File: src/hdl/sbhd_pkg.sv
`timescale 1ns / 1ps

package sbhd_pkg;

   // default widths of the block counters
   localparam int BIT_COUNT_WIDTH_DEF    = 20;
   localparam int SAMPLE_COUNT_WIDTH_DEF = 16;

   // fixed field widths
   localparam int BRC_W       = 3;
   localparam int SCOUNT_W    = 16;
   localparam int CODE_W      = 5;
   localparam int MAG_W       = 4;
   localparam int NODE_W      = 4;
   localparam int INDEX_W     = 16;
   localparam int BITS_USED_W = 20;
   localparam int CSR_INDEX_W = 4;
   localparam int CSR_DATA_W  = 16;

   // register indexes of the configuration port
   localparam logic [CSR_INDEX_W-1:0] CSR_BIT_RATE_CODE = 4'd0;
   localparam logic [CSR_INDEX_W-1:0] CSR_SAMPLE_COUNT  = 4'd1;

   localparam logic [BRC_W-1:0]  BRC_MAX   = 3'd4;
   localparam logic [NODE_W-1:0] ROOT_NODE = 4'd0;
   localparam logic [NODE_W-1:0] NODE_WRAP = 4'd15;

   localparam int TREES = 5;
   localparam int NODES = 15;

   // entry: bit 7 set marks a leaf with the magnitude in bits 3:0,
   // otherwise bits 3:0 give the next node
   localparam logic [7:0] CODE_TREE [0:TREES-1][0:NODES-1][0:1] = '{
      '{ '{8'h80, 8'h01}, '{8'h81, 8'h02}, '{8'h82, 8'h83},
         '{8'h00, 8'h00}, '{8'h00, 8'h00}, '{8'h00, 8'h00}, '{8'h00, 8'h00},
         '{8'h00, 8'h00}, '{8'h00, 8'h00}, '{8'h00, 8'h00}, '{8'h00, 8'h00},
         '{8'h00, 8'h00}, '{8'h00, 8'h00}, '{8'h00, 8'h00}, '{8'h00, 8'h00} },
      '{ '{8'h80, 8'h01}, '{8'h81, 8'h02}, '{8'h82, 8'h03}, '{8'h83, 8'h84},
         '{8'h00, 8'h00}, '{8'h00, 8'h00}, '{8'h00, 8'h00}, '{8'h00, 8'h00},
         '{8'h00, 8'h00}, '{8'h00, 8'h00}, '{8'h00, 8'h00}, '{8'h00, 8'h00},
         '{8'h00, 8'h00}, '{8'h00, 8'h00}, '{8'h00, 8'h00} },
      '{ '{8'h80, 8'h01}, '{8'h81, 8'h02}, '{8'h82, 8'h03}, '{8'h83, 8'h04},
         '{8'h84, 8'h05}, '{8'h85, 8'h86},
         '{8'h00, 8'h00}, '{8'h00, 8'h00}, '{8'h00, 8'h00}, '{8'h00, 8'h00},
         '{8'h00, 8'h00}, '{8'h00, 8'h00}, '{8'h00, 8'h00}, '{8'h00, 8'h00},
         '{8'h00, 8'h00} },
      '{ '{8'h01, 8'h02}, '{8'h80, 8'h81}, '{8'h82, 8'h03}, '{8'h83, 8'h04},
         '{8'h84, 8'h05}, '{8'h85, 8'h06}, '{8'h86, 8'h07}, '{8'h87, 8'h08},
         '{8'h88, 8'h89},
         '{8'h00, 8'h00}, '{8'h00, 8'h00}, '{8'h00, 8'h00}, '{8'h00, 8'h00},
         '{8'h00, 8'h00}, '{8'h00, 8'h00} },
      '{ '{8'h01, 8'h02}, '{8'h80, 8'h03}, '{8'h04, 8'h05}, '{8'h81, 8'h82},
         '{8'h83, 8'h84}, '{8'h06, 8'h07}, '{8'h85, 8'h86}, '{8'h87, 8'h08},
         '{8'h88, 8'h09}, '{8'h89, 8'h0a}, '{8'h0b, 8'h0c}, '{8'h8a, 8'h8b},
         '{8'h0d, 8'h0e}, '{8'h8c, 8'h8d}, '{8'h8e, 8'h8f} }
   };

   localparam logic [CODE_W-1:0] SIGN_OFFSET [0:TREES-1] =
      '{5'd4, 5'd5, 5'd7, 5'd10, 5'd16};

   typedef struct packed {
      logic bit_value;
      logic first_bit;
      logic last_bit;
   } item_type;

   typedef struct packed {
      logic [BRC_W-1:0]    bit_rate_code;
      logic [SCOUNT_W-1:0] sample_count;
   } cfg_type;

   typedef struct packed {
      logic                   sample_valid;
      logic [CODE_W-1:0]      code_value;
      logic                   sign_bit;
      logic [MAG_W-1:0]       magnitude;
      logic [INDEX_W-1:0]     sample_index;
      logic                   block_done;
      logic                   block_complete;
      logic [BITS_USED_W-1:0] bits_used;
   } rsp_type;

   // clamp the tree select and fold the node number back into the table
   function automatic logic [7:0] tree_entry(input logic [BRC_W-1:0] brc,
                                             input logic [NODE_W-1:0] node,
                                             input logic bit_value);
      logic [BRC_W-1:0]  sel;
      logic [NODE_W-1:0] row;
      sel = (brc > BRC_MAX) ? BRC_MAX : brc;
      row = (node == NODE_WRAP) ? ROOT_NODE : node;
      return CODE_TREE[sel][row][bit_value];
   endfunction

   function automatic logic [CODE_W-1:0] tree_offset(input logic [BRC_W-1:0] brc);
      logic [BRC_W-1:0] sel;
      sel = (brc > BRC_MAX) ? BRC_MAX : brc;
      return SIGN_OFFSET[sel];
   endfunction

endpackage

File: src/hdl/sbhd_if.sv
`timescale 1ns / 1ps

interface sbhd_req_if;
   logic valid;
   logic ready;
   logic bit_value;
   logic first_bit;
   logic last_bit;
   modport source (output valid, output bit_value, output first_bit, output last_bit,
                   input ready);
   modport sink (input valid, input bit_value, input first_bit, input last_bit,
                 output ready);
endinterface

interface sbhd_rsp_if;
   logic        valid;
   logic        ready;
   logic        sample_valid;
   logic [4:0]  code_value;
   logic        sign_bit;
   logic [3:0]  magnitude;
   logic [15:0] sample_index;
   logic        block_done;
   logic        block_complete;
   logic [19:0] bits_used;
   modport source (output valid, output sample_valid, output code_value,
                   output sign_bit, output magnitude, output sample_index,
                   output block_done, output block_complete, output bits_used,
                   input ready);
   modport sink (input valid, input sample_valid, input code_value,
                 input sign_bit, input magnitude, input sample_index,
                 input block_done, input block_complete, input bits_used,
                 output ready);
endinterface

interface sbhd_csr_if;
   logic        valid;
   logic        ready;
   logic [3:0]  index;
   logic [15:0] data;
   modport source (output valid, output index, output data, input ready);
   modport sink (input valid, input index, input data, output ready);
endinterface

File: src/hdl/sar_block_huffman_decoder.sv
`timescale 1ns / 1ps

// Bit-serial block decoder for a compressed radar sample stream. Each
// request carries one stream bit; every codeword is a sign bit followed by a
// prefix code from one of five fixed trees picked by bit_rate_code (codes
// above four use the tree of code four). A response is given when a codeword
// completes (sample_valid) and on the bit that ends the block (block_done,
// with block_complete and bits_used); the two may share one response. A
// block ends when sample_count samples are decoded or the last_bit request
// arrives; a codeword cut short by last_bit is dropped and the block is
// reported incomplete. Later bits are dropped until a first_bit request.
// Rate: one request per cycle sustained; a request passes the request queue
// and then the response register. The rate is set by the tree step in the
// decode stage, which takes one queued bit each cycle while the response register
// is free or being taken. A two-entry request queue separates intake from
// decode. Configuration writes are always accepted and take effect at once;
// write them only while no request is outstanding.
module sar_block_huffman_decoder #(
   parameter int BIT_COUNT_WIDTH    = sbhd_pkg::BIT_COUNT_WIDTH_DEF,
   parameter int SAMPLE_COUNT_WIDTH = sbhd_pkg::SAMPLE_COUNT_WIDTH_DEF
) (
   input logic         clock,
   input logic         reset,
   sbhd_req_if.sink    req_ch,
   sbhd_rsp_if.source  rsp_ch,
   sbhd_csr_if.sink    csr_ch
);

   sbhd_pkg::item_type in_item;
   sbhd_pkg::item_type q_item;
   sbhd_pkg::rsp_type  rsp;
   sbhd_pkg::cfg_type  cfg;
   logic               q_valid;
   logic               q_pop;

   logic [sbhd_pkg::BRC_W-1:0]    bit_rate_code_ff, bit_rate_code_in;
   logic [sbhd_pkg::SCOUNT_W-1:0] sample_count_ff, sample_count_in;
   logic                          csr_write;

   // configuration registers: writes beyond the list are taken and dropped
   assign csr_ch.ready = 1'b1;
   assign csr_write    = csr_ch.valid && csr_ch.ready;

   always_comb begin
      bit_rate_code_in = bit_rate_code_ff;
      sample_count_in  = sample_count_ff;
      if (csr_write) begin
         case (csr_ch.index)
            sbhd_pkg::CSR_BIT_RATE_CODE: begin
               bit_rate_code_in = csr_ch.data[sbhd_pkg::BRC_W-1:0];
            end
            sbhd_pkg::CSR_SAMPLE_COUNT: begin
               sample_count_in = csr_ch.data[sbhd_pkg::SCOUNT_W-1:0];
            end
            default: begin
               bit_rate_code_in = bit_rate_code_ff;
            end
         endcase
      end
   end

   always_ff @(posedge clock) begin
      if (reset) begin
         bit_rate_code_ff <= '0;
         sample_count_ff  <= sbhd_pkg::SCOUNT_W'(1);
      end else begin
         bit_rate_code_ff <= bit_rate_code_in;
         sample_count_ff  <= sample_count_in;
      end
   end

   assign cfg.bit_rate_code = bit_rate_code_ff;
   assign cfg.sample_count  = sample_count_ff;

   // pack the request payload for the queue
   assign in_item.bit_value = req_ch.bit_value;
   assign in_item.first_bit = req_ch.first_bit;
   assign in_item.last_bit  = req_ch.last_bit;

   sbhd_front u_front (
      .clock    (clock),
      .reset    (reset),
      .in_valid (req_ch.valid),
      .in_ready (req_ch.ready),
      .in_item  (in_item),
      .q_valid  (q_valid),
      .q_pop    (q_pop),
      .q_item   (q_item)
   );

   sbhd_back #(
      .BIT_COUNT_WIDTH    (BIT_COUNT_WIDTH),
      .SAMPLE_COUNT_WIDTH (SAMPLE_COUNT_WIDTH)
   ) u_back (
      .clock     (clock),
      .reset     (reset),
      .cfg       (cfg),
      .q_valid   (q_valid),
      .q_pop     (q_pop),
      .q_item    (q_item),
      .out_valid (rsp_ch.valid),
      .out_ready (rsp_ch.ready),
      .out_rsp   (rsp)
   );

   // unpack the held response onto the channel
   assign rsp_ch.sample_valid   = rsp.sample_valid;
   assign rsp_ch.code_value     = rsp.code_value;
   assign rsp_ch.sign_bit       = rsp.sign_bit;
   assign rsp_ch.magnitude      = rsp.magnitude;
   assign rsp_ch.sample_index   = rsp.sample_index;
   assign rsp_ch.block_done     = rsp.block_done;
   assign rsp_ch.block_complete = rsp.block_complete;
   assign rsp_ch.bits_used      = rsp.bits_used;

   a_brc_write: assert property (@(posedge clock) disable iff (reset)
      csr_write && csr_ch.index == sbhd_pkg::CSR_BIT_RATE_CODE |=>
      bit_rate_code_ff == $past(csr_ch.data[sbhd_pkg::BRC_W-1:0]))
      else $error("bit rate code write lost");

   a_count_write: assert property (@(posedge clock) disable iff (reset)
      csr_write && csr_ch.index == sbhd_pkg::CSR_SAMPLE_COUNT |=>
      sample_count_ff == $past(csr_ch.data))
      else $error("sample count write lost");

   a_stray_write: assert property (@(posedge clock) disable iff (reset)
      csr_write && csr_ch.index != sbhd_pkg::CSR_BIT_RATE_CODE &&
      csr_ch.index != sbhd_pkg::CSR_SAMPLE_COUNT |=>
      $stable(bit_rate_code_ff) && $stable(sample_count_ff))
      else $error("write beyond the register list changed a register");

endmodule

File: src/hdl/sbhd_front.sv
`timescale 1ns / 1ps

module sbhd_front (
   input  logic               clock,
   input  logic               reset,
   input  logic               in_valid,
   output logic               in_ready,
   input  sbhd_pkg::item_type in_item,
   output logic               q_valid,
   input  logic               q_pop,
   output sbhd_pkg::item_type q_item
);

   sbhd_pkg::item_type slot_ff [0:1];
   logic       wr_ptr_ff, wr_ptr_in;
   logic       rd_ptr_ff, rd_ptr_in;
   logic [1:0] count_ff, count_in;
   logic       push;

   assign in_ready = (count_ff != 2'd2);
   assign push     = in_valid && in_ready;
   assign q_valid  = (count_ff != 2'd0);
   assign q_item   = slot_ff[rd_ptr_ff];

   always_comb begin
      wr_ptr_in = push ? ~wr_ptr_ff : wr_ptr_ff;
      rd_ptr_in = q_pop ? ~rd_ptr_ff : rd_ptr_ff;
      count_in  = count_ff;
      if (push && !q_pop) begin
         count_in = count_ff + 2'd1;
      end else if (q_pop && !push) begin
         count_in = count_ff - 2'd1;
      end
   end

   always_ff @(posedge clock) begin
      if (reset) begin
         wr_ptr_ff <= 1'b0;
         rd_ptr_ff <= 1'b0;
         count_ff  <= 2'd0;
      end else begin
         wr_ptr_ff <= wr_ptr_in;
         rd_ptr_ff <= rd_ptr_in;
         count_ff  <= count_in;
      end
   end

   always_ff @(posedge clock) begin
      if (push) begin
         slot_ff[wr_ptr_ff] <= in_item;
      end
   end

   a_no_overfill: assert property (@(posedge clock) disable iff (reset)
      count_ff != 2'd3)
      else $error("request queue count out of range");

   a_pop_needs_entry: assert property (@(posedge clock) disable iff (reset)
      q_pop |-> count_ff != 2'd0)
      else $error("pop from empty request queue");

   a_full_blocks: assert property (@(posedge clock) disable iff (reset)
      count_ff == 2'd2 && !q_pop |=> count_ff == 2'd2)
      else $error("full request queue lost an entry");

endmodule

File: src/hdl/sbhd_back.sv
`timescale 1ns / 1ps

module sbhd_back #(
   parameter int BIT_COUNT_WIDTH    = sbhd_pkg::BIT_COUNT_WIDTH_DEF,
   parameter int SAMPLE_COUNT_WIDTH = sbhd_pkg::SAMPLE_COUNT_WIDTH_DEF
) (
   input  logic               clock,
   input  logic               reset,
   input  sbhd_pkg::cfg_type  cfg,
   input  logic               q_valid,
   output logic               q_pop,
   input  sbhd_pkg::item_type q_item,
   output logic               out_valid,
   input  logic               out_ready,
   output sbhd_pkg::rsp_type  out_rsp
);

   localparam int SW = (SAMPLE_COUNT_WIDTH > sbhd_pkg::SCOUNT_W) ?
                       SAMPLE_COUNT_WIDTH : sbhd_pkg::SCOUNT_W;
   localparam int BW = (BIT_COUNT_WIDTH > sbhd_pkg::BITS_USED_W) ?
                       BIT_COUNT_WIDTH : sbhd_pkg::BITS_USED_W;

   logic [sbhd_pkg::NODE_W-1:0] tree_node_ff, tree_node_in;
   logic                        expect_sign_ff, expect_sign_in;
   logic                        held_sign_ff, held_sign_in;
   logic [SAMPLE_COUNT_WIDTH-1:0] samples_ff, samples_in;
   logic [BIT_COUNT_WIDTH-1:0]    bit_count_ff, bit_count_in;
   logic                        finished_ff, finished_in;
   logic                        out_valid_ff, out_valid_in;
   sbhd_pkg::rsp_type           rsp_ff, rsp_in;

   logic [sbhd_pkg::NODE_W-1:0]   node_cur;
   logic                          expect_cur, held_cur, finished_cur;
   logic [SAMPLE_COUNT_WIDTH-1:0] samples_cur;
   logic [BIT_COUNT_WIDTH-1:0]    bits_cur;
   logic [7:0]                    entry;
   logic                          sample, done, complete, load;
   logic [sbhd_pkg::MAG_W-1:0]    mag;
   logic [SW-1:0]                 samples_wide, index_wide;
   logic [BW-1:0]                 bits_wide;

   assign q_pop     = q_valid && (!out_valid_ff || out_ready);
   assign out_valid = out_valid_ff;
   assign out_rsp   = rsp_ff;

   always_comb begin
      // start of block: decode from a cleared state
      node_cur     = q_item.first_bit ? sbhd_pkg::ROOT_NODE : tree_node_ff;
      expect_cur   = q_item.first_bit ? 1'b1 : expect_sign_ff;
      held_cur     = q_item.first_bit ? 1'b0 : held_sign_ff;
      finished_cur = q_item.first_bit ? 1'b0 : finished_ff;
      samples_cur  = q_item.first_bit ? '0 : samples_ff;
      bits_cur     = q_item.first_bit ? '0 : bit_count_ff;

      entry = sbhd_pkg::tree_entry(cfg.bit_rate_code, node_cur, q_item.bit_value);
      mag   = entry[sbhd_pkg::MAG_W-1:0];

      tree_node_in   = node_cur;
      expect_sign_in = expect_cur;
      held_sign_in   = held_cur;
      samples_in     = samples_cur;
      bit_count_in   = bits_cur;
      finished_in    = finished_cur;
      sample         = 1'b0;
      done           = 1'b0;
      complete       = 1'b0;
      index_wide     = SW'(samples_cur);

      if (!finished_cur) begin
         if (SW'(samples_cur) >= SW'(cfg.sample_count)) begin
            done     = 1'b1;
            complete = 1'b1;
         end else begin
            if (bits_cur != '1) begin
               bit_count_in = bits_cur + 1'b1;
            end
            if (expect_cur) begin
               held_sign_in   = q_item.bit_value;
               expect_sign_in = 1'b0;
               tree_node_in   = sbhd_pkg::ROOT_NODE;
            end else if (entry[7]) begin
               sample         = 1'b1;
               expect_sign_in = 1'b1;
               tree_node_in   = sbhd_pkg::ROOT_NODE;
               if (samples_cur != '1) begin
                  samples_in = samples_cur + 1'b1;
               end
               if (SW'(samples_in) >= SW'(cfg.sample_count)) begin
                  done     = 1'b1;
                  complete = 1'b1;
               end
            end else begin
               tree_node_in = entry[sbhd_pkg::NODE_W-1:0];
            end
            if (q_item.last_bit) begin
               done = 1'b1;
            end
         end
         if (done) begin
            finished_in    = 1'b1;
            expect_sign_in = 1'b1;
            tree_node_in   = sbhd_pkg::ROOT_NODE;
         end
      end

      samples_wide = index_wide;
      bits_wide    = BW'(bit_count_in);
      load         = q_pop && (sample || done);

      rsp_in = '0;
      if (sample) begin
         rsp_in.sample_valid = 1'b1;
         rsp_in.sign_bit     = held_cur;
         rsp_in.magnitude    = mag;
         rsp_in.code_value   = {1'b0, mag} +
            (held_cur ? sbhd_pkg::tree_offset(cfg.bit_rate_code) : '0);
         rsp_in.sample_index = samples_wide[sbhd_pkg::INDEX_W-1:0];
      end
      if (done) begin
         rsp_in.block_done     = 1'b1;
         rsp_in.block_complete = complete;
         rsp_in.bits_used      = bits_wide[sbhd_pkg::BITS_USED_W-1:0];
      end

      if (load) begin
         out_valid_in = 1'b1;
      end else if (out_ready) begin
         out_valid_in = 1'b0;
      end else begin
         out_valid_in = out_valid_ff;
      end
   end

   always_ff @(posedge clock) begin
      if (reset) begin
         tree_node_ff   <= sbhd_pkg::ROOT_NODE;
         expect_sign_ff <= 1'b1;
         held_sign_ff   <= 1'b0;
         samples_ff     <= '0;
         bit_count_ff   <= '0;
         finished_ff    <= 1'b0;
         out_valid_ff   <= 1'b0;
      end else begin
         if (q_pop) begin
            tree_node_ff   <= tree_node_in;
            expect_sign_ff <= expect_sign_in;
            held_sign_ff   <= held_sign_in;
            samples_ff     <= samples_in;
            bit_count_ff   <= bit_count_in;
            finished_ff    <= finished_in;
         end
         out_valid_ff <= out_valid_in;
      end
   end

   always_ff @(posedge clock) begin
      if (load) begin
         rsp_ff <= rsp_in;
      end
   end

   a_ended_block_quiet: assert property (@(posedge clock) disable iff (reset)
      q_pop && finished_ff && !q_item.first_bit |-> !load)
      else $error("result from an ended block");

   a_sign_at_root: assert property (@(posedge clock) disable iff (reset)
      expect_sign_ff |-> tree_node_ff == sbhd_pkg::ROOT_NODE)
      else $error("awaiting sign bit away from the root node");

   a_finished_rearmed: assert property (@(posedge clock) disable iff (reset)
      finished_ff |-> expect_sign_ff)
      else $error("ended block not rearmed for a sign bit");

   a_node_in_table: assert property (@(posedge clock) disable iff (reset)
      tree_node_ff != sbhd_pkg::NODE_WRAP)
      else $error("tree node beyond the table");

endmodule

File: src/flat_wrapper.sv
// flat-port wrapper written by rule: the top's interface ports become plain ports
module sar_block_huffman_decoder_flat 
#(
   parameter int BIT_COUNT_WIDTH    = sbhd_pkg::BIT_COUNT_WIDTH_DEF,
   parameter int SAMPLE_COUNT_WIDTH = sbhd_pkg::SAMPLE_COUNT_WIDTH_DEF
)
  (clock, reset, req_ch_valid, req_ch_bit_value, req_ch_first_bit, req_ch_last_bit, req_ch_ready, rsp_ch_valid, rsp_ch_sample_valid, rsp_ch_code_value, rsp_ch_sign_bit, rsp_ch_magnitude, rsp_ch_sample_index, rsp_ch_block_done, rsp_ch_block_complete, rsp_ch_bits_used, rsp_ch_ready, csr_ch_valid, csr_ch_index, csr_ch_data, csr_ch_ready);
  sbhd_req_if req_ch_i ();
  sbhd_rsp_if rsp_ch_i ();
  sbhd_csr_if csr_ch_i ();
  input logic clock;
  input logic reset;
  input wire logic [$bits(req_ch_i.valid)-1:0] req_ch_valid;
  input wire logic [$bits(req_ch_i.bit_value)-1:0] req_ch_bit_value;
  input wire logic [$bits(req_ch_i.first_bit)-1:0] req_ch_first_bit;
  input wire logic [$bits(req_ch_i.last_bit)-1:0] req_ch_last_bit;
  output wire logic [$bits(req_ch_i.ready)-1:0] req_ch_ready;
  output wire logic [$bits(rsp_ch_i.valid)-1:0] rsp_ch_valid;
  output wire logic [$bits(rsp_ch_i.sample_valid)-1:0] rsp_ch_sample_valid;
  output wire logic [$bits(rsp_ch_i.code_value)-1:0] rsp_ch_code_value;
  output wire logic [$bits(rsp_ch_i.sign_bit)-1:0] rsp_ch_sign_bit;
  output wire logic [$bits(rsp_ch_i.magnitude)-1:0] rsp_ch_magnitude;
  output wire logic [$bits(rsp_ch_i.sample_index)-1:0] rsp_ch_sample_index;
  output wire logic [$bits(rsp_ch_i.block_done)-1:0] rsp_ch_block_done;
  output wire logic [$bits(rsp_ch_i.block_complete)-1:0] rsp_ch_block_complete;
  output wire logic [$bits(rsp_ch_i.bits_used)-1:0] rsp_ch_bits_used;
  input wire logic [$bits(rsp_ch_i.ready)-1:0] rsp_ch_ready;
  input wire logic [$bits(csr_ch_i.valid)-1:0] csr_ch_valid;
  input wire logic [$bits(csr_ch_i.index)-1:0] csr_ch_index;
  input wire logic [$bits(csr_ch_i.data)-1:0] csr_ch_data;
  output wire logic [$bits(csr_ch_i.ready)-1:0] csr_ch_ready;
  assign req_ch_i.valid = req_ch_valid;
  assign req_ch_i.bit_value = req_ch_bit_value;
  assign req_ch_i.first_bit = req_ch_first_bit;
  assign req_ch_i.last_bit = req_ch_last_bit;
  assign req_ch_ready = req_ch_i.ready;
  assign rsp_ch_valid = rsp_ch_i.valid;
  assign rsp_ch_sample_valid = rsp_ch_i.sample_valid;
  assign rsp_ch_code_value = rsp_ch_i.code_value;
  assign rsp_ch_sign_bit = rsp_ch_i.sign_bit;
  assign rsp_ch_magnitude = rsp_ch_i.magnitude;
  assign rsp_ch_sample_index = rsp_ch_i.sample_index;
  assign rsp_ch_block_done = rsp_ch_i.block_done;
  assign rsp_ch_block_complete = rsp_ch_i.block_complete;
  assign rsp_ch_bits_used = rsp_ch_i.bits_used;
  assign rsp_ch_i.ready = rsp_ch_ready;
  assign csr_ch_i.valid = csr_ch_valid;
  assign csr_ch_i.index = csr_ch_index;
  assign csr_ch_i.data = csr_ch_data;
  assign csr_ch_ready = csr_ch_i.ready;
  sar_block_huffman_decoder #(.BIT_COUNT_WIDTH(BIT_COUNT_WIDTH), .SAMPLE_COUNT_WIDTH(SAMPLE_COUNT_WIDTH)) u_core (.clock(clock), .reset(reset), .req_ch(req_ch_i), .rsp_ch(rsp_ch_i), .csr_ch(csr_ch_i));
endmodule
File: config.mk
export PLATFORM = sky130hd
export DESIGN_NAME = sar_block_huffman_decoder_flat
export DESIGN_NICKNAME = d
export VERILOG_FILES = /design/src/hdl/sbhd_pkg.sv /design/src/hdl/sbhd_if.sv /design/src/hdl/sar_block_huffman_decoder.sv /design/src/hdl/sbhd_front.sv /design/src/hdl/sbhd_back.sv /design/src/flat_wrapper.sv
export SDC_FILE = /design/constraint.sdc
export NUM_CORES = 1
export LEC_CHECK = 0
export BUFFER_PORTS_ARGS = -buffer_cell sky130_fd_sc_hd__clkbuf_2
export CELL_PAD_IN_SITES_DETAIL_PLACEMENT = 2
export CELL_PAD_IN_SITES_GLOBAL_PLACEMENT = 2
export CORE_MARGIN = 2
export CORE_UTILIZATION = 40
export DETAILED_ROUTE_END_ITERATION = 10
export PLACE_DENSITY = 0.95
export SYNTH_ARGS = -nofsm -noshare
export SYNTH_HDL_FRONTEND = slang
export SYNTH_SLANG_ARGS = --single-unit
File: constraint.sdc
create_clock -name clock -period 16.65 [get_ports clock]
set_clock_uncertainty 0.1 [all_clocks]
set_input_delay 0.8325 -clock clock [delete_from_list [all_inputs] [get_ports clock]]
set_output_delay 0.8325 -clock clock [all_outputs]
set_load 0.005 [all_outputs]
==> impl_metrics.tcl, run 1 <==
set metrics [dict create \
    whs_ps 400.1 \
    hold_class "flip-flop to flip-flop" \
    io_pins 80 \
    grt_max_degree 63 \
    hpwl_um 20710 \
    ys.flop_type "dfxtp_1" \
    cts_made_buffers 17 \
    post-route-min-period_ps 6760 \
    grt_use_met2_pct 56.05 \
    numClockSinks 123 \
    cts_resized 0 \
    power_uw 1096 \
    crit_arrival_ps 6800 \
    seq_area_frac_synth_pct 37.83 \
    status "complete, no violations" \
    routedWlPerCell_um 26.95 \
    p_leak_uw 0.003511 \
    die_w_um 145.1 \
    std_cell_rows 51 \
    worstPathRequired_ps 16690 \
    yosysUniqueCellTypes 79 \
    critPathMaxStageDelay_ps 1090 \
    gp_congestion 0.8981 \
    synth.avg_cell_area_sq_um 8.656 \
    fin_util_pct 46.48 \
    clockBufferDepth 2 \
    drt_pass1_iterations 5 \
    clkLatencyLatePin_ps 450 \
    use_met1_pct 37.03 \
    syn_nets 994 \
    critPathLaunchType "flip-flop" \
    worst-slew-pin-transition_ps 1171 \
    dieArea_sq_um 21050 \
    fin_tns_setup_ps 0 \
    clk_pin_slew_ps 70 \
    p_per_area_nw_per_um2 120.8 \
    final_cell_area_sq_um 9075 \
    worstHoldEndpoint "u_core.sample_count_ff[15]" \
    cts_tree "yes" \
    cp_max_fo 22 \
    holdCritStartpoint "u_core.sample_count_ff[15]" \
    top_usage_layer "met2" \
    num-nets-final 1045 \
    routed_wl_um 33660 \
    ant_nets 0 \
    path_cells "mux2i_4, nand2_1, inv_1, ha_1, nand4_1, nor4_2, nor4_1, xor2_1, ha_1, a21o_1, a21oi_1, o21ai_0, a2111o_1, a21oi_1, o31a_1, nor3_1" \
    rsz0062_at_grt "no" \
    reg2reg_slack_ps 9890 \
    drive_gt1_share_pct 14.94 \
    post_drt_via_cell_ratio 6.408 \
    gr-total-overflow 0 \
    critPathSlowestCell "nor4_2" \
    syn_inst 920 \
    fmax_mhz 147.9 \
    ir_worst_vdd_uv 79.54 \
    drc_errors 0 \
    grt_usage_pct 32.10 \
    finalCritPeriodShare_pct 40.60 \
    syn_area_sq_um 7964 \
    grt_first_pass_wirelength_um 52810 \
    async_flop_share_pct 0 \
    end_kind "flip-flop" \
    antenna_cells 0 \
    synth.ff_latch_count 123 \
    cts_max_level 4 \
    finalHoldViolations 0 \
    use_met3_pct 6.667 \
    synth_edf_count 55 \
    hold_depth 2 \
    cts_root_buffer "clkbuf_16" \
    core_region_area_sq_um 19530 \
    initial_core_util_pct 40.79 \
    vias 8004 \
    setup_violations 0 \
    ctsHoldBuffers 0 \
    post_cts_buffers 0 \
    criticalPathCategory "flip-flop to flip-flop" \
    drt_iter0_markers 778 \
    reg2reg_depth 16 \
    place_area_sq_um 8511 \
    drv_cap 0 \
    finalMaxSlewViolations 0 \
    port_buffers 78 \
    syn2layout_area_growth_pct 13.95 \
    rr_endpoint "u_core.u_back.out_rsp[12]" \
    grt_pass1_vias 8894 \
    antenna_found_initial 0 \
    die_h_um 145.1 \
    slew_headroom_pct 21.30 \
    yosysWarnings 0 \
]
cell families after synthesis:
family	Yosys count	share of synthesized area, %
muxes	33	4.415
DFF	123	37.83
xor gates and xnor gates	34	3.739
AOI/OAI and AO/OA	174	15.32
other	1	0.04709
adders and majority gates	46	7.321
and+or+nand+nor	404	25.64
buffers and inverters	105	5.687
worst max-delay path, delay by kind of cell (launching register included):
kind | cells | cell delay [ps]
xor gates and xnor gates | 1 | 240
and+or+nand+nor | 5 | 2230
muxes | 1 | 660
DFF | 1 | 500
AOI/OAI and AO/OA | 6 | 2050
buffers and inverters | 1 | 140
adders and majority gates | 2 | 530
registers in the layout, summed over array words and instances (netlist names), named ones only:
signal	count
u_core.bit_rate_code_ff	3
u_core.sample_count_ff	16
u_core.u_back.bit_count_ff	20
u_core.u_back.expect_sign_ff	1
u_core.u_back.finished_ff	1
u_core.u_back.held_sign_ff	1
u_core.u_back.out_rsp	49
u_core.u_back.out_valid	1
u_core.u_back.samples_ff	16
u_core.u_back.tree_node_ff	4
u_core.u_front.count_ff	2
u_core.u_front.rd_ptr_ff	1
u_core.u_front.slot_ff	6
u_core.u_front.wr_ptr_ff	1
stage by stage:
| stage | instances | setup WS, ps |
|---|---|---|
| final | 1249 | 9890 |
| after global routing | 1249 | 9584 |
| after CTS | 1249 | 10070 |
| after detailed placement | 1217 | 10170 |
| after global placement | 1217 | 10800 |
| after floorplan | 920 | 10550 |
where the power goes:
group          internal (uW)  total, uW  switching, uW
sequential               383        413           29.7
clock                    207        370            163
combinational           80.4        313            233
worst max path at each step:
stage                          from                        end  cells past startpoint
final                     flip-flop  u_core.u_back.out_rsp[12]                     16
after global routing      flip-flop   u_core.u_back.out_rsp[6]                     16
after CTS                 flip-flop  u_core.u_back.out_rsp[18]                     16
after detailed placement  flip-flop  u_core.u_back.out_rsp[12]                     16
after global placement    flip-flop  u_core.u_back.out_rsp[14]                     16
after floorplan           flip-flop   u_core.u_back.out_rsp[0]                     19
placed cells by master (no fill, tap or decap), types with 38 or more instances in the layout:
cell      count
nand2_1      97
nor2_1       96
clkbuf_2     78
dfxtp_1      68
edfxtp_1     55
inv_1        46
ha_1         45
nand3_1      40
nor3_1       38
a21oi_1      38
layer usage:
layer / wire length [um] / share of wire, %
met5: 0 / 0
met3: 1984 / 5.9
met1: 13270 / 39
met4: 1507 / 4.5
met2: 16900 / 50
synth_stat cells (6+ instances only):
library cell / number / area share (%)
a211oi_1: 10 / 0.94
a21o_1: 6 / 0.57
a21oi_1: 39 / 2.5
a31oi_1: 26 / 2.0
and2_1: 11 / 0.86
and3_1: 11 / 0.86
and4_1: 11 / 1.2
buf_2: 14 / 0.88
clkbuf_1: 31 / 1.5
dfxtp_1: 68 / 17
edfxtp_1: 55 / 21
ha_1: 45 / 7.1
inv_1: 46 / 2.2
mux2_2: 7 / 0.99
mux2i_1: 25 / 3.1
nand2_1: 97 / 4.6
nand2b_1: 12 / 0.94
nand3_1: 40 / 2.5
nand3b_1: 6 / 0.57
nand4_1: 22 / 1.7
nor2_1: 96 / 4.5
nor2b_1: 12 / 0.94
nor3_1: 38 / 2.4
nor4_1: 14 / 1.1
o21a_1: 6 / 0.57
o21ai_0: 24 / 1.5
o31ai_1: 6 / 0.57
or3_1: 8 / 0.63
xnor2_1: 27 / 3.0
xor2_1: 7 / 0.77
area by class of cell:
type | count | area (sq um)
fill | 2154 | 10450
multi-input combinational | 692 | 4509
sequential | 123 | 3013
timing repair buffer | 90 | 480.5
clock buffer | 17 | 425.4
tap | 265 | 331.6
inverter | 47 | 176.4
clock inverter | 15 | 138.9
Note: power is estimated with default switching activity, not from simulation.
==> inputs of run 2 (changes only) <==
CORE_UTILIZATION = 37   (was 40)
PLACE_DENSITY = 0.9   (was 0.95)
clock period = 6.9 ns   (was 16.65 ns; I/O delays follow)
==> impl_metrics.tcl, run 2 (synthesized netlist as in run 1, its figures left out) <==
set metrics [dict create \
    routed_wl_um 31650 \
    cts_resized 0 \
    setup_violations 0 \
    die_h_um 150.7 \
    finalHoldViolations 0 \
    post_drt_via_cell_ratio 6.166 \
    drv_cap 0 \
    cts_max_level 4 \
    hpwl_um 20290 \
    initial_core_util_pct 37.77 \
    cp_max_fo 27 \
    core_region_area_sq_um 21090 \
    grt_max_degree 63 \
    num-nets-final 1050 \
    grt_pass1_vias 8517 \
    worst-slew-pin-transition_ps 1069 \
    antenna_found_initial 0 \
    std_cell_rows 53 \
    gr-total-overflow 0 \
    post-route-min-period_ps 5314 \
    critPathSlowestCell "mux2_2" \
    drc_errors 0 \
    p_per_area_nw_per_um2 296.1 \
    final_common_cell "nand2_1" \
    drt_iter0_markers 575 \
    critPathMaxStageDelay_ps 630 \
    rr_endpoint "u_core.u_back.out_rsp[10]" \
    antenna_cells 0 \
    syn2layout_area_growth_pct 15.19 \
    worstPathRequired_ps 6960 \
    clk_pin_slew_ps 60 \
    cp-endpoint "u_core.u_back.out_rsp[10]" \
    stdcell_count 1264 \
    gp_congestion 0.8803 \
    io_pins 80 \
    dp.cells 1231 \
    post_cts_buffers 0 \
    clkLatencyLatePin_ps 440 \
    fin_tns_setup_ps 0 \
    hold_class "input port to flip-flop" \
    reg2reg_depth 17 \
    vias 7794 \
    ant_nets 0 \
    ctsHoldBuffers 1 \
    end_kind "flip-flop" \
    grt_usage_pct 28.84 \
    numClockSinks 123 \
    p_leak_uw 0.003558 \
    die_w_um 150.7 \
    drive_gt1_share_pct 15.07 \
    slew_headroom_pct 28.50 \
    crit_arrival_ps 5380 \
    ir_worst_vdd_uv 194.4 \
    clockBufferDepth 2 \
    whs_ps 27.58 \
    status "complete, no violations" \
    criticalPathCategory "flip-flop to flip-flop" \
    drt_pass1_iterations 5 \
    routedWlPerCell_um 25.04 \
    grt_first_pass_wirelength_um 49850 \
    finalCritPeriodShare_pct 77.02 \
    finalMaxSlewViolations 0 \
    cts_made_buffers 17 \
    fmax_mhz 188.2 \
    rsz0062_at_grt "no" \
    cts_tree "yes" \
    reg2reg_slack_ps 1590 \
    port_buffers 78 \
    critPathLaunchType "flip-flop" \
    largest_reg_flops 49 \
    layout_common_cells "97 x nand2_1, 96 x nor2_1, 78 x clkbuf_2, 68 x dfxtp_1, 55 x edfxtp_1" \
    cts_root_buffer "clkbuf_16" \
    dieArea_sq_um 22710 \
    path_cells "mux2_2, nor2_1, ha_1, nand4_1, nor4_2, buf_4, nor3_1, and3_1, xnor2_1, ha_1, a21oi_1, o21ai_0, a2111o_1, a21oi_1, o31a_1, buf_4, nor3_1" \
]
==> run 2: cell types whose count changed in the layout (fill, tap and decap cells not counted), moves of 2 or more <==
cell and delta:
inv_6 -2, bufinv_16 +3, inv_8 -2, buf_4 +4
clkbuf_1 +3
==> run 2: worst min path at each step <==
| stage | start | end | cells past startpoint | slack, ps |
|---|---|---|---|---|
| global placement | u_core.u_back.bit_count_ff[1] | u_core.u_back.bit_count_ff[1] | 2 | 370 |
| floorplan | req_ch_last_bit | u_core.u_front.slot_ff[0][0] | 0 | 340 |
| finish | req_ch_last_bit | u_core.u_front.slot_ff[0][0] | 1 | 30 |
| detailed placement | u_core.sample_count_ff[10] | u_core.sample_count_ff[10] | 2 | 390 |
| CTS | req_ch_last_bit | u_core.u_front.slot_ff[1][0] | 1 | 10 |
| global route | req_ch_first_bit | u_core.u_front.slot_ff[1][1] | 1 | 10 |
==> run 2: worst max-delay path: cells and delay by family, from the launching register on <==
| kind | cells | cell delay (ps) |
|---|---|---|
| buffers and inverters | 2 | 550 |
| DFF | 1 | 480 |
| xor gates and xnor gates | 1 | 170 |
| AOI/OAI and AO/OA | 5 | 1060 |
| muxes | 1 | 630 |
| and+or+nand+nor | 6 | 1540 |
| adders and majority gates | 2 | 510 |
==> run 2: layout make-up <==
class | instances | area [sq um]
clock buffer | 20 | 436.7
clock inverter | 12 | 173.9
fill | 2346 | 11910
inverter | 47 | 176.4
multi-input combinational | 692 | 4509
sequential | 123 | 3013
tap | 275 | 344.1
timing repair buffer | 95 | 520.5
==> run 2: stage by stage <==
stage               util (%)  power, uW  worst slack, ps  cell area, sq um
floorplan                  -       1412            797.9              7964
global placement       40.56       1694             2082              8553
detailed placement     40.56       1733             1764              8553
CTS                    43.50       2719             1647              9174
global route           43.50       2820             1310              9174
finish                 43.50       2716             1586              9174
==> run 2: layer usage <==
metal | GRT usage [%] | wire (um) | vias to the layer above
li1 | - | - | 3477
met1 | 35.39 | 13290 | 3952
met2 | 49.75 | 15710 | 279
met3 | 4.606 | 1462 | 86
met4 | 12.90 | 1181 | 0
met5 | 0 | 0 | -
==> run 2: where the power goes <==
part           total [uW]  switching [uW]  leakage [uW]  internal [uW]
combinational         758             555       0.00220            203
sequential            994            69.8       0.00107            924
clock                 965             362      0.000288            603
==> inputs of run 3 (changes only) <==
ABC_AREA = 1   (was not set)
CORE_UTILIZATION = 31   (was 37)
PLACE_DENSITY = 0.86   (was 0.9)
clock period = 4.3 ns   (was 6.9 ns; I/O delays follow)
==> impl_metrics.tcl, run 3 <==
set metrics [dict create \
    grt_first_pass_wirelength_um 66710 \
    ant_nets 0 \
    holdCritStartpoint "csr_ch_index[0]" \
    startpoint "u_core.u_front.slot_ff[1][1]" \
    p_int_uw 4195 \
    fill_cells 3055 \
    synth.most_common_cell "nand2_1" \
    antenna_found_initial 2 \
    criticalPathCategory "flip-flop to flip-flop" \
    routedWlPerCell_um 28.53 \
    reg2reg_depth 24 \
    r2r_start "u_core.u_front.slot_ff[1][1]" \
    fmax_mhz 218.2 \
    p_sw_share_pct 48.98 \
    core_region_area_sq_um 26650 \
    status "finished, violations left" \
    die_w_um 168.0 \
    hold_class "input port to flip-flop" \
    finalCritPeriodShare_pct 106.6 \
    comb_power_share_pct 53.6 \
    clkLatencyLatePin_ps 470 \
    cts_tree "yes" \
    drt_iter0_markers 918 \
    ys.flop_type "dfxtp_1" \
    antenna_cells 0 \
    yosysWarnings 0 \
    num-nets-final 1403 \
    io_pins 80 \
    final_cell_area_sq_um 10820 \
    critPathLaunchType "flip-flop" \
    drv_cap 0 \
    crit_buf_inv 6 \
    cts_max_level 4 \
    path_common_cell "nand3_2" \
    end_kind "flip-flop" \
    layout_common_cells "245 x nand2_1, 165 x inv_1, 123 x nor2_1, 94 x a21oi_1, 85 x nand3_1" \
    hpwl_um 23840 \
    reg2reg_slack_ps -280 \
    drive_gt1_share_pct 21.31 \
    seq_power_share_pct 24.7 \
    setup_violations 77 \
    p_per_area_nw_per_um2 760.3 \
    p_leak_uw 0.004851 \
    grt_max_degree 38 \
    drc_errors 0 \
    grt_usage_pct 31.25 \
    drt_pass1_iterations 8 \
    worst-slew-pin-transition_ps 1223 \
    clockBufferDepth 2 \
    ir_worst_vdd_uv 420.1 \
    post_drt_via_cell_ratio 5.866 \
    cp.depth 24 \
    yosysTopAreaCell "edfxtp_1" \
    vias 9872 \
    synth_edf_count 55 \
    path_cells "inv_1, nand2_2, nand2_4, nand2_2, inv_2, nand2_2, nor3b_4, nand4_1, or2_1, a21oi_2, inv_1, ha_1, nand2_1, inv_1, nand3_2, nor3_4, nand3_2, nand3_2, nand4_1, nand3_2, buf_4, nand2_8, clkbuf_16, a21oi_1" \
    finalHoldViolations 0 \
    setup_ws_ps -283.4 \
    cts_made_buffers 17 \
    crit_family "simple AND/OR/NAND/NOR gates" \
    p_sw_uw 4028 \
    initial_core_util_pct 31.27 \
    post-route-min-period_ps 4583 \
    port_buffers 78 \
    pwr-share-clk_pct 21.6 \
    synth.avg_cell_area_sq_um 6.985 \
    synth.ff_latch_count 123 \
    finalMaxSlewViolations 0 \
    clk_pin_slew_ps 70 \
    cp_max_fo 5 \
    cp-endpoint "u_core.u_back.out_rsp[5]" \
    numClockSinks 123 \
    async_flop_share_pct 0 \
    synth_top_cell_area_share_pct 19.82 \
    ys_top_cells_by_count "260 x nand2_1, 173 x inv_1, 139 x nor2_1, 103 x a21oi_1, 92 x nand3_1" \
    crit_arrival_ps 4740 \
    die_h_um 168.0 \
    worstPathRequired_ps 4450 \
    final_common_cell "nand2_1" \
    pre_cts_ws_ps -215.3 \
    syn2layout_area_growth_pct 29.79 \
    critPathMaxStageDelay_ps 440 \
    routed_wl_um 48020 \
    fin_util_pct 40.58 \
    slew_headroom_pct 18.26 \
    syn_inst 1193 \
    critPathSlowestCell "edfxtp_1" \
    rsz0062_at_grt "yes" \
    place_area_sq_um 9245 \
    largest_reg_flops 49 \
    rr_endpoint "u_core.u_back.out_rsp[5]" \
    gp_congestion 0.9065 \
    synth_area_leaders "edfxtp_1 20%, dfxtp_1 16%, nand2_1 12%" \
    violations "setup timing" \
    cts_root_buffer "clkbuf_16" \
    seq_area_frac_synth_pct 36.16 \
    yosysUniqueCellTypes 45 \
    std_cell_rows 60 \
    syn_nets 1267 \
    dieArea_sq_um 28210 \
    syn_area_sq_um 8333 \
    gr-total-overflow 0 \
    grt_pass1_vias 10620 \
]
run 3: worst min-delay path by stage:
stage	cells past startpoint	endpoint	slack, ps
2_1_floorplan	0	u_core.u_front.slot_ff[0][0]	210
3_3_place_gp	1	u_core.u_front.slot_ff[0][2]	340
3_5_place_dp	1	u_core.u_front.slot_ff[1][2]	340
4_1_cts	3	u_core.sample_count_ff[3]	1
5_1_grt	3	u_core.sample_count_ff[0]	30
6_report	3	u_core.sample_count_ff[0]	5
run 3: cell type report:
class	instances	area [sq um]	share of cell area, %
Inverter	178	670.6	6.201
Clock buffer	23	499.2	4.616
Multi-Input combinational cell	851	4863	44.97
Sequential cell	123	3014	27.87
Clock inverter	9	180.2	1.666
Timing Repair Buffer	158	1161	10.74
Tap cell	341	426.7	3.945
run 3: stage by stage:
stage                     power, uW  instances  hold slack (ps)  TNS, ps
after global routing           8447       1683            31.78   -15430
after floorplan                3877       1193            213.9        0
final                          8223       1683            4.504   -10490
after CTS                      7413       1665           0.9949        0
after detailed placement       5180       1605            339.7   -10300
after global placement         4967       1605            338.8        0
run 3: power groups by stage:
| stage | registers (uW) | clock network [uW] | logic, uW |
|---|---|---|---|
| after floorplan | 1950 | 0 | 1930 |
| after global placement | 1970 | 0 | 3000 |
| after detailed placement | 1980 | 0 | 3200 |
| after CTS | 1990 | 1760 | 3670 |
| after global routing | 2060 | 1820 | 4570 |
| final | 2030 | 1780 | 4410 |
run 3: cell families (layout without fill, tap and decap cells):
kind of cell,after synthesis,count (layout),synth area share (%)
xor+xnor,32,32,3.363
fa+ha+maj,46,46,6.997
flops,123,123,36.16
compound gates,200,200,12.24
other cells,1,1,0.04500
mux,3,3,0.3604
buf+inv,219,368,10.41
simple gates,569,569,30.44
run 3: repair_timing:
action,in CTS,in global routing
endpoints found under the hold margin,14,0
setup endpoints to repair,78,79
gates resized for setup,48,66
buffers inserted,16,16
hold buffers,10,0
pin swaps,14,30
cloned,2,3
run 3: routing by layer:
layer	part of all wire [%]	track usage (%)
met4	6.9	16.29
met3	6.3	5.548
met2	47	54.81
met5	0.027	0
met1	39	36.49
run 3: tightest hold or removal path, delay by kind of cell:
kind | cells | cell delay (ps)
simple gates | 2 | 180
buf+inv | 1 | 100
